## src/design/esm_pkg.sv

```systemverilog
// shared types, constants and register codes for the encoder speed meter
package esm_pkg;

	// counter width used from the raw reading
	localparam int CNT_BITS = 16;

	// history depth is a power of two so the mean is a shift
	localparam int HIST_LOG2 = 3;
	localparam int HIST_DEPTH = 1 << HIST_LOG2;
	localparam int SUM_W = 32 + HIST_LOG2;

	localparam logic [16:0] RELOAD_RST = 17'd65536;
	localparam logic [15:0] THRESHOLD_RST = 16'd19000;
	localparam logic [31:0] GAIN_RST = 32'd65536;

	typedef enum logic [1:0] {
		REG_RELOAD = 2'd0,
		REG_THRESHOLD = 2'd1,
		REG_GAIN = 2'd2
	} reg_idx_t;

	typedef struct packed {
		logic [16:0] reload_value;
		logic [15:0] wrap_threshold;
		logic [31:0] speed_gain;
	} cfg_t;

	typedef struct packed {
		logic [15:0] counter_value;
		logic counting_down;
	} in_item_t;

	typedef struct packed {
		logic signed [31:0] filtered_speed;
		logic signed [31:0] raw_speed;
		logic signed [31:0] count_delta;
		logic direction;
	} out_item_t;

	// count change and direction moving down the pipeline
	typedef struct packed {
		logic [31:0] count_delta;
		logic direction;
	} delta_t;

endpackage

```

## src/design/encoder_speed_meter_core.sv

```systemverilog
// top level of the encoder speed meter: config registers, pipeline control
//
// channel  | direction | handshake         | payload
// in       | input     | in_valid/in_stall   | in_data (counter_value, counting_down)
// out      | output    | out_valid/out_stall | out_data (filtered_speed, raw_speed,
//          |           |                     |   count_delta, direction)
// cfg      | input     | cfg_write           | cfg_index, cfg_data
//
// one transaction per cycle sustained while out_stall is low, through the input, delta,
// product, speed and result registers; the wrap offset and previous total close their
// loop in the single unwrap stage, so consecutive samples follow each other with no gap
// reset clears the config registers to their defaults, the totals, the
// speed history and all stage valid bits
// each stage moves when the stage after it is empty or moving, so a stalled
// result only holds up the stages behind it once they fill
module encoder_speed_meter_core (
	input logic clk,
	input logic arst_n,
	input logic in_valid,
	output logic in_stall,
	input esm_pkg::in_item_t in_data,
	output logic out_valid,
	input logic out_stall,
	output esm_pkg::out_item_t out_data,
	input logic cfg_write,
	input logic [1:0] cfg_index,
	input logic [31:0] cfg_data
);

	esm_pkg::cfg_t cfg_q;

	// stage valid bits: s1 input reg, s2 delta, s3 product, s4 speed, out result
	logic s1_valid_q;
	logic s2_valid_q;
	logic s3_valid_q;
	logic s4_valid_q;
	logic out_valid_q;

	logic out_rdy;
	logic s4_rdy;
	logic s3_rdy;
	logic s2_rdy;
	logic s1_rdy;

	esm_pkg::in_item_t item_s1;
	esm_pkg::delta_t delta_s2;
	esm_pkg::delta_t delta_s4;
	logic signed [31:0] speed_s4;

	// config writes, unknown indexes dropped
	always_ff @(posedge clk or negedge arst_n) begin
		if (!arst_n) begin
			cfg_q.reload_value <= esm_pkg::RELOAD_RST;
			cfg_q.wrap_threshold <= esm_pkg::THRESHOLD_RST;
			cfg_q.speed_gain <= esm_pkg::GAIN_RST;
		end else if (cfg_write) begin
			case (cfg_index)
				esm_pkg::REG_RELOAD: cfg_q.reload_value <= cfg_data[16:0];
				esm_pkg::REG_THRESHOLD: cfg_q.wrap_threshold <= cfg_data[15:0];
				esm_pkg::REG_GAIN: cfg_q.speed_gain <= cfg_data;
				default: ;
			endcase
		end
	end

	// a stage can take a new transaction when empty or when it hands on its own
	assign out_rdy = !out_valid_q || !out_stall;
	assign s4_rdy = !s4_valid_q || out_rdy;
	assign s3_rdy = !s3_valid_q || s4_rdy;
	assign s2_rdy = !s2_valid_q || s3_rdy;
	assign s1_rdy = !s1_valid_q || s2_rdy;

	assign in_stall = !s1_rdy;
	assign out_valid = out_valid_q;

	always_ff @(posedge clk or negedge arst_n) begin
		if (!arst_n) begin
			s1_valid_q <= 1'b0;
			s2_valid_q <= 1'b0;
			s3_valid_q <= 1'b0;
			s4_valid_q <= 1'b0;
			out_valid_q <= 1'b0;
		end else begin
			if (s1_rdy) begin
				s1_valid_q <= in_valid;
			end
			if (s2_rdy) begin
				s2_valid_q <= s1_valid_q;
			end
			if (s3_rdy) begin
				s3_valid_q <= s2_valid_q;
			end
			if (s4_rdy) begin
				s4_valid_q <= s3_valid_q;
			end
			if (out_rdy) begin
				out_valid_q <= s4_valid_q;
			end
		end
	end

	// input register
	always_ff @(posedge clk) begin
		if (in_valid && s1_rdy) begin
			item_s1 <= in_data;
		end
	end

	// state only advances on real transactions, never on bubbles
	esm_unwrap u_unwrap (
		.clk(clk),
		.arst_n(arst_n),
		.load(s1_valid_q && s2_rdy),
		.cfg(cfg_q),
		.item_s1(item_s1),
		.delta_s2(delta_s2)
	);

	esm_scale u_scale (
		.clk(clk),
		.load_mul(s2_valid_q && s3_rdy),
		.load_sat(s3_valid_q && s4_rdy),
		.speed_gain(cfg_q.speed_gain),
		.delta_s2(delta_s2),
		.delta_s4(delta_s4),
		.speed_s4(speed_s4)
	);

	esm_avg u_avg (
		.clk(clk),
		.arst_n(arst_n),
		.load(s4_valid_q && out_rdy),
		.delta_s4(delta_s4),
		.speed_s4(speed_s4),
		.result(out_data)
	);

endmodule

```

## src/design/esm_unwrap.sv

```systemverilog
// counter extension with wrap offset tracking and count delta
module esm_unwrap (
	input logic clk,
	input logic arst_n,
	input logic load,
	input esm_pkg::cfg_t cfg,
	input esm_pkg::in_item_t item_s1,
	output esm_pkg::delta_t delta_s2
);

	logic [31:0] prev_total_q;
	logic [31:0] wrap_offset_q;
	logic [31:0] counter_ext;
	logic [31:0] reload_ext;
	logic [31:0] total0;
	logic [31:0] diff0;
	logic [31:0] diff0_neg;
	logic wrap_up;
	logic wrap_down;
	logic [31:0] total_next;
	logic [31:0] offset_next;
	logic [31:0] delta_next;

	assign counter_ext = {{(32 - esm_pkg::CNT_BITS){1'b0}},
		item_s1.counter_value[esm_pkg::CNT_BITS-1:0]};
	assign reload_ext = {15'd0, cfg.reload_value};
	assign total0 = counter_ext + wrap_offset_q;
	assign diff0 = total0 - prev_total_q;
	assign diff0_neg = prev_total_q - total0;

	// signed differences tested against the threshold, 33-bit compare
	assign wrap_up = $signed({diff0_neg[31], diff0_neg}) > $signed({17'd0, cfg.wrap_threshold});
	assign wrap_down = $signed({diff0[31], diff0}) > $signed({17'd0, cfg.wrap_threshold});

	always_comb begin
		if (wrap_up) begin
			offset_next = wrap_offset_q + reload_ext;
			total_next = total0 + reload_ext;
			delta_next = diff0 + reload_ext;
		end else if (wrap_down) begin
			offset_next = wrap_offset_q - reload_ext;
			total_next = total0 - reload_ext;
			delta_next = diff0 - reload_ext;
		end else begin
			offset_next = wrap_offset_q;
			total_next = total0;
			delta_next = diff0;
		end
	end

	always_ff @(posedge clk or negedge arst_n) begin
		if (!arst_n) begin
			prev_total_q <= '0;
			wrap_offset_q <= '0;
		end else if (load) begin
			prev_total_q <= total_next;
			wrap_offset_q <= offset_next;
		end
	end

	always_ff @(posedge clk) begin
		if (load) begin
			delta_s2.count_delta <= delta_next;
			delta_s2.direction <= item_s1.counting_down;
		end
	end

endmodule

```

## src/design/esm_scale.sv

```systemverilog
// gain multiply and saturation to a signed q16.16 speed
module esm_scale (
	input logic clk,
	input logic load_mul,
	input logic load_sat,
	input logic [31:0] speed_gain,
	input esm_pkg::delta_t delta_s2,
	output esm_pkg::delta_t delta_s4,
	output logic signed [31:0] speed_s4
);

	logic [31:0] mag;
	logic [63:0] prod_s3;
	logic neg_s3;
	esm_pkg::delta_t delta_s3;
	logic [31:0] neg_low;
	logic [31:0] speed_next;

	// magnitude of a 32-bit two's complement value, -2^31 maps to 2^31
	assign mag = delta_s2.count_delta[31] ? (32'd0 - delta_s2.count_delta)
		: delta_s2.count_delta;

	always_ff @(posedge clk) begin
		if (load_mul) begin
			prod_s3 <= {32'd0, mag} * {32'd0, speed_gain};
			neg_s3 <= delta_s2.count_delta[31];
			delta_s3 <= delta_s2;
		end
	end

	assign neg_low = 32'd0 - prod_s3[31:0];

	always_comb begin
		if (neg_s3) begin
			if (prod_s3 > 64'h0000_0000_8000_0000) begin
				speed_next = 32'h8000_0000;
			end else begin
				speed_next = neg_low;
			end
		end else begin
			if (prod_s3 > 64'h0000_0000_7FFF_FFFF) begin
				speed_next = 32'h7FFF_FFFF;
			end else begin
				speed_next = prod_s3[31:0];
			end
		end
	end

	always_ff @(posedge clk) begin
		if (load_sat) begin
			speed_s4 <= speed_next;
			delta_s4 <= delta_s3;
		end
	end

endmodule

```

## src/design/esm_avg.sv

```systemverilog
// speed history line with running sum and the output result register
module esm_avg (
	input logic clk,
	input logic arst_n,
	input logic load,
	input esm_pkg::delta_t delta_s4,
	input logic signed [31:0] speed_s4,
	output esm_pkg::out_item_t result
);

	logic [31:0] hist_q [esm_pkg::HIST_DEPTH];
	logic [esm_pkg::SUM_W-1:0] sum_q;
	logic [esm_pkg::SUM_W-1:0] speed_ext;
	logic [esm_pkg::SUM_W-1:0] oldest_ext;
	logic [esm_pkg::SUM_W-1:0] biased;
	logic [31:0] speed_q;
	esm_pkg::delta_t delta_q;

	assign speed_ext = {{esm_pkg::HIST_LOG2{speed_s4[31]}}, speed_s4};
	assign oldest_ext = {{esm_pkg::HIST_LOG2{hist_q[esm_pkg::HIST_DEPTH-1][31]}},
		hist_q[esm_pkg::HIST_DEPTH-1]};

	always_ff @(posedge clk or negedge arst_n) begin
		if (!arst_n) begin
			sum_q <= '0;
			for (int i = 0; i < esm_pkg::HIST_DEPTH; i++) begin
				hist_q[i] <= '0;
			end
		end else if (load) begin
			sum_q <= sum_q + speed_ext - oldest_ext;
			hist_q[0] <= speed_s4;
			for (int i = 1; i < esm_pkg::HIST_DEPTH; i++) begin
				hist_q[i] <= hist_q[i-1];
			end
		end
	end

	always_ff @(posedge clk) begin
		if (load) begin
			speed_q <= speed_s4;
			delta_q <= delta_s4;
		end
	end

	// mean truncated toward zero: bias negative sums before the shift
	assign biased = sum_q[esm_pkg::SUM_W-1]
		? sum_q + esm_pkg::SUM_W'(esm_pkg::HIST_DEPTH - 1) : sum_q;

	assign result.filtered_speed = biased[esm_pkg::HIST_LOG2 +: 32];
	assign result.raw_speed = speed_q;
	assign result.count_delta = delta_q.count_delta;
	assign result.direction = delta_q.direction;

endmodule
```

## config.mk

```make
export PLATFORM = sky130hd
export DESIGN_NAME = encoder_speed_meter_core
export DESIGN_NICKNAME = d
export VERILOG_FILES = /design/src/design/esm_pkg.sv /design/src/design/encoder_speed_meter_core.sv /design/src/design/esm_unwrap.sv /design/src/design/esm_scale.sv /design/src/design/esm_avg.sv
export SDC_FILE = /design/constraint.sdc
export NUM_CORES = 2
export LEC_CHECK = 0
export BUFFER_PORTS_ARGS = -buffer_cell sky130_fd_sc_hd__buf_4
export CAP_MARGIN = 20
export CORE_ASPECT_RATIO = 1.75
export CORE_MARGIN = 4
export CORE_UTILIZATION = 35
export CTS_CLUSTER_SIZE = 10
export DETAILED_ROUTE_END_ITERATION = 6
export SYNTH_ARGS = -nofsm -noshare
export SYNTH_HDL_FRONTEND = slang
export SYNTH_SLANG_ARGS = --single-unit
```

## constraint.sdc

```tcl
create_clock -name clk -period 12.8 [get_ports clk]
set_input_delay 1.28 -clock clk [delete_from_list [all_inputs] [get_ports clk]]
set_output_delay 1.28 -clock clk [all_outputs]
set_load 0.01 [all_outputs]
```

# Word-level counts from Yosys, hierarchy flattened
# Index checks and enable logic that the tools add are counted.
[totals] reg_bits=703 in_bits=56 word_cells=88 output_inout_bits=99
[classes] eq_ne=2 add_sub_neg=14 n_mul=1 order_cmp=4 n_reduce_logical=23 muxes=11
[op_table] operator="$mux 32" n=10
[op_table] operator="$add 32x17->32" n=3
[op_table] operator="$sub 32x17->32" n=3
[op_table] operator="$gt 32x17->1" n=2
[op_table] operator="$gt 64x31->1 const B" n=1
[op_table] operator="$gt 64x32->1 const B" n=1
[op_table] operator="$mul 32x32->64" n=1
[op_table] operator="$sub 1x32->32 const A" n=2
[op_table] operator="$sub 32x32->32" n=2
[op_table] operator="$add 35x3->35 const B" n=1
[op_table] operator="$add 35x35->35" n=1
[op_table] operator="$mux 35" n=1
[op_table] operator="$sub 35x35->35" n=1
[op_table] operator="$add 16x32->32" n=1
[op_table] operator="$reduce_and 2->1" n=4
[op_table] operator="$logic_not 1->1" n=7
[op_table] operator="$logic_and 1x1->1" n=5
[op_table] operator="$logic_or 1x1->1" n=5
[op_table] operator="$eq 2x1->1 const B" n=1
[op_table] operator="$eq 2x2->1 const B" n=1
[op_table] operator="$logic_not 2->1" n=1
[op_table] operator="$reduce_bool 2->1" n=1

# Depth between registers and ports, before layout
[logic_depth] word_depth=7 depth_mapped=50 depth_no_buf=47

# Modules after synthesis
# From an unflattened synthesis, not the netlist that was laid out.
[unflattened] hier_cells=7634 hier_area_um2=74755.4
[modules_own_cells] mod="esm_scale" seq_area_each_um2=4864.7 cells_each=4235 area_per_inst_um2=40202.3 instances=1
[modules_own_cells] mod="esm_avg" seq_area_each_um2=9233.9 cells_each=1218 area_per_inst_um2=16113.0 instances=1
[modules_own_cells] mod="esm_unwrap" seq_area_each_um2=2592.5 cells_each=2006 area_per_inst_um2=15259.6 instances=1
[modules_own_cells] mod="encoder_speed_meter_core" seq_area_each_um2=2272.2 cells_each=175 area_per_inst_um2=3180.6 instances=1

# Least setup slack after synthesis
# OpenSTA, ideal clock, no wires.
[synth_path] path_type="flip-flop to flip-flop" startpoint="register, netlist name u_unwrap.delta_s2[6]" endpoint="register u_scale.prod_s3[63] (data pin)" required_ns=12.540 arrival_ns=9.438 stages_incl_launch_ff=38 synth_period_minus_slack_ns=9.698 setup_ns=0.260 path_buffers=1 path_slack_ns=3.102 path_cell_list="edfxtp_1 or4_1 nor4_1 nor2b_1 nand4_1 inv_1 nand2_1 or4_1 o21ai_0 xnor2_1 clkbuf_1 nand2_1 fa_1 inv_1 fa_1 fa_1 inv_1 fa_1 (+2 left out) inv_1 fa_1 inv_1 fa_1 inv_1 fa_1 inv_1 ha_1 a21o_1 a21o_1 a21oi_1 a31oi_1 nor4b_1 o31ai_1 a31o_2 a31oi_1 o21ai_0 xnor2_1"
[synth_between] elab_chain_len=3
[synth_rtl] element="$sub 1x32->32" line="esm_scale.sv:20" source="assign mag = delta_s2.count_delta[31] ? (32'd0 - delta_s2.count_delta)"
[synth_rtl] element="$mux 32 (*)" line="esm_scale.sv:20"
[synth_rtl] element="$mul 32x32->64 (*)" line="esm_scale.sv:25" source="prod_s3 <= {32'd0, mag} * {32'd0, speed_gain};"
[synth_rtl] element="to (signal assigned)" line="esm_scale.sv:25"
[synth_rtl] element="to (decl)" line="esm_scale.sv:13" source="logic [63:0] prod_s3;"
# Every way passes the cells marked *; elsewhere a longest branch is shown, timed or not.
# A chain may end at the register's enable or synchronous reset.

# Final worst setup path
[layout_path] startpoint="register, netlist name u_unwrap.delta_s2[6]" endpoint="register u_scale.prod_s3[63] (data pin)"
[layout_between] elab_chain_len=3
[layout_rtl] element="$sub 1x32->32" line="esm_scale.sv:20"
[layout_rtl] element="$mux 32 (*)" line="esm_scale.sv:20"
[layout_rtl] element="$mul 32x32->64 (*)" line="esm_scale.sv:25"
# Marked as above.

==> metrics.txt <==
outcome=finished clean; category of the worst setup path launch point=register; chip width=354.3 um; reg2reg end=u_scale.prod_s3[63]$_DFFE_PP_; Hold Vio Cnt, Final=0; Max Clk Rate=83.40 MHz; CTS clk-pin slew, worst paths=0.05 ns; total number of placement rows=222; detailed-route wire length=220,700 um; core region area=208,900 um2; top cells by instance count after synthesis=sky130_fd_sc_hd__nand2_1, sky130_fd_sc_hd__inv_1, sky130_fd_sc_hd__fa_1; number of flops mapped to enable cells by yosys=277; number of buffers on the longest clock path=3; Post-CTS Setup Repair Bufs=0; fill cell instance count of the final layout=21,030; share of synthesized flip-flops with an asynchronous set or reset=60.54%; number of register bits inferred by synthesis=702; endpoint with the worst hold slack=u_avg.result[26]$_DFFE_PP_; data required time at the worst endpoint=13.24 ns; maximum number of pins on one net before global-route repair=223; Area contributors post-synth=sky130_fd_sc_hd__fa_1, sky130_fd_sc_hd__dfrtp_1, sky130_fd_sc_hd__edfxtp_1, sky130_fd_sc_hd__ha_1, sky130_fd_sc_hd__nand2_1; Initial Util=35.16%; Final Cycle Share=93.68%; most frequently used flop master after synthesis=sky130_fd_sc_hd__dfrtp_1; average cell area after synthesis=9.192 um2; global-route total usage across every layer=20.19%; share of the synthesized area in the top cell type=25.57%; clock tree from TritonCTS=built; setup tns final=0 ns; Netlist cell types=98; Syn Inst Count=7,989; cell family contributing the most delay on the critical path=adder cells; Tmin final=11.99 ns; final setup violation count=0; launch point of the worst reg-to-reg path=u_unwrap.delta_s2[6]$_DFFE_PP_; most frequent cell after synthesis=sky130_fd_sc_hd__nand2_1; most frequent cell on the critical path=sky130_fd_sc_hd__fa_1; Worst Max-Slew Pin Slew=1.190 ns; Reg area=18,980 um2; max-slew violation count=0; number of buffers inserted by port buffering=154; setup skew after layout=0.06726 ns; H-tree level count=3; number of cell instances on the worst register-to-register path=32; clock buffers created by TritonCTS=86; Resize count post-CTS=0; area used by multi-input combinational logic=48,680 um2; fraction of final layout cells with drive strength greater than 1=6.297%; setup repair after global routing missed its margin=no; largest driver fanout on the critical path=17; half-perimeter wire length after placement=174,300 um; Worst Hold Launch=u_scale.delta_s4[26]$_DFFE_PP_; Top-Level Pins=155; Worst path slowest cell=sky130_fd_sc_hd__a211oi_1; setup slack on the worst flop-to-flop path=0.81 ns; initial antenna violation count=14; number of cells on the worst hold path=0; via count=55,711; DR iter-0 viols=3,348; share of the yosys chip area belonging to registers=25.82%; Post-route DRC=0; Hold WC Path Type=reg2reg; DIE HEIGHT=614.0 um; routability cong.=0.9373; hold buffer count at CTS=0; via count of the first global-routing pass=59,921; clock root buffer=sky130_fd_sc_hd__clkbuf_16; depth of the critical timing path with buffers and inverters included=32; maxcap violations=0; arrival time reported for the critical path endpoint=12.43 ns; worst path buffer plus inverter count=2; headroom to the max-slew limit=19.63%; relative area change from synthesis to final layout=9.609%; syn_nets=9,486; area of the mapped netlist=73,440 um2; Ys Warns=0; slowest stage delay, CP=0.88 ns; cell type with the largest total area after synthesis=sky130_fd_sc_hd__fa_1; wire length of the first global-routing pass=340,700 um; first drt pass iteration count=6; Final ANT Viol Nets=0; average detailed-routed wire length per instance=20.40 um; sum of overflow across all layers after global routing=0; type of destination of the critical path=register; Post-layout nets=9,454; DIE AREA=217,500 um2; critical path start-end classification=reg2reg; worst-skew pair later-pin latency=0.73 ns; via count normalized by instance count=5.148; count of clock tree sinks=702
## worst max-delay path by stage
stage                     slack (ns)                                endpoint                                   from
after global routing            0.32  u_unwrap.wrap_offset_q[30]$_DFFE_PN0P_  u_unwrap.wrap_offset_q[0]$_DFFE_PN0P_
after global placement          1.11           u_scale.prod_s3[59]$_DFFE_PP_         u_unwrap.delta_s2[6]$_DFFE_PP_
after floorplan                 3.10           u_scale.prod_s3[63]$_DFFE_PP_         u_unwrap.delta_s2[6]$_DFFE_PP_
final                           0.81           u_scale.prod_s3[63]$_DFFE_PP_         u_unwrap.delta_s2[6]$_DFFE_PP_
after detailed placement        0.98           u_scale.prod_s3[63]$_DFFE_PP_         u_unwrap.delta_s2[6]$_DFFE_PP_
after CTS                       0.91           u_scale.prod_s3[63]$_DFFE_PP_         u_unwrap.delta_s2[6]$_DFFE_PP_
## per-layer routing
layer	track usage, %	wire length (um)	vias up
li1	-	-	25407
met1	21.50	78710	27977
met2	37.72	116000	1646
met3	3.047	11380	671
met4	11.63	14530	10
met5	0	57	-
## logic make-up after synthesis
family / count (synthesis) / share of synthesized area (%)
xor gates and xnor gates: 313 / 3.743
AOI/OAI and AO/OA: 1105 / 9.671
buffers and inverters: 1607 / 8.285
and+or+nand+nor: 2765 / 17.49
muxes: 56 / 0.8451
DFF: 702 / 25.82
adders and majority gates: 1441 / 34.14
## cell usage in the layout (no fill, tap or decap), drive strengths merged, types with 13 or more instances in the layout
cell type / Yosys / layout
nand3: 92 / 92
fa: 938 / 938
or2: 14 / 14
nor2b: 28 / 28
and3: 50 / 50
ha: 503 / 503
o21ai: 327 / 327
nor4: 29 / 29
o21a: 40 / 40
buf: 32 / 255
inv: 1231 / 1237
a31oi: 41 / 41
o22ai: 15 / 15
mux2: 48 / 48
nand2b: 48 / 48
a21oi: 256 / 256
dfrtp: 417 / 417
o21bai: 32 / 32
nand4: 32 / 32
clkbuf: 343 / 135
a211oi: 29 / 29
nor2: 187 / 187
o211ai: 27 / 27
o311ai: 34 / 34
o31ai: 35 / 35
xor2: 92 / 92
a41oi: 13 / 13
o41ai: 13 / 13
and2: 536 / 536
edfxtp: 277 / 277
or3: 42 / 42
xnor2: 221 / 221
or4: 20 / 20
a21o: 97 / 97
nand2: 1552 / 1552
a211o: 14 / 14
nor3: 95 / 95
## registers in the layout, summed over array words and instances, names as in the netlist, 33 cells and up
register           flops
u_scale.delta_s3      33
u_avg.hist_q         256
u_unwrap.delta_s2     33
u_avg.result          33
u_avg.sum_q           35
u_scale.delta_s4      33
cfg_q                 65
u_scale.prod_s3       64
## layout make-up
| type | instances | share of cell area (%) |
|---|---|---|
| inverter | 1232 | 5.754 |
| clock buffer | 135 | 3.045 |
| timing repair buffer | 255 | 2.523 |
| antenna | 2 | 0.006218 |
| clock inverter | 16 | 0.2627 |
| tap | 2800 | 4.352 |
| multi-input combinational | 5680 | 60.48 |
| sequential | 702 | 23.58 |
## per-stage QoR
step	setup slack, ns	area, um2	cells	util [%]	hold slack [ns]
2_1_floorplan	3.102	73440	7989	-	0.4003
3_3_place_gp	1.109	77720	10664	37.21	0.4006
3_5_place_dp	0.9841	77800	10667	37.25	0.4045
4_1_cts	0.9097	80460	10818	38.52	0.4134
5_1_grt	0.3187	80490	10821	38.53	0.4179
6_report	0.8095	80490	10822	38.54	0.4126
Power is not shown: default switching activity piles up to over one toggle a cycle in this logic, so the estimate is an artifact.
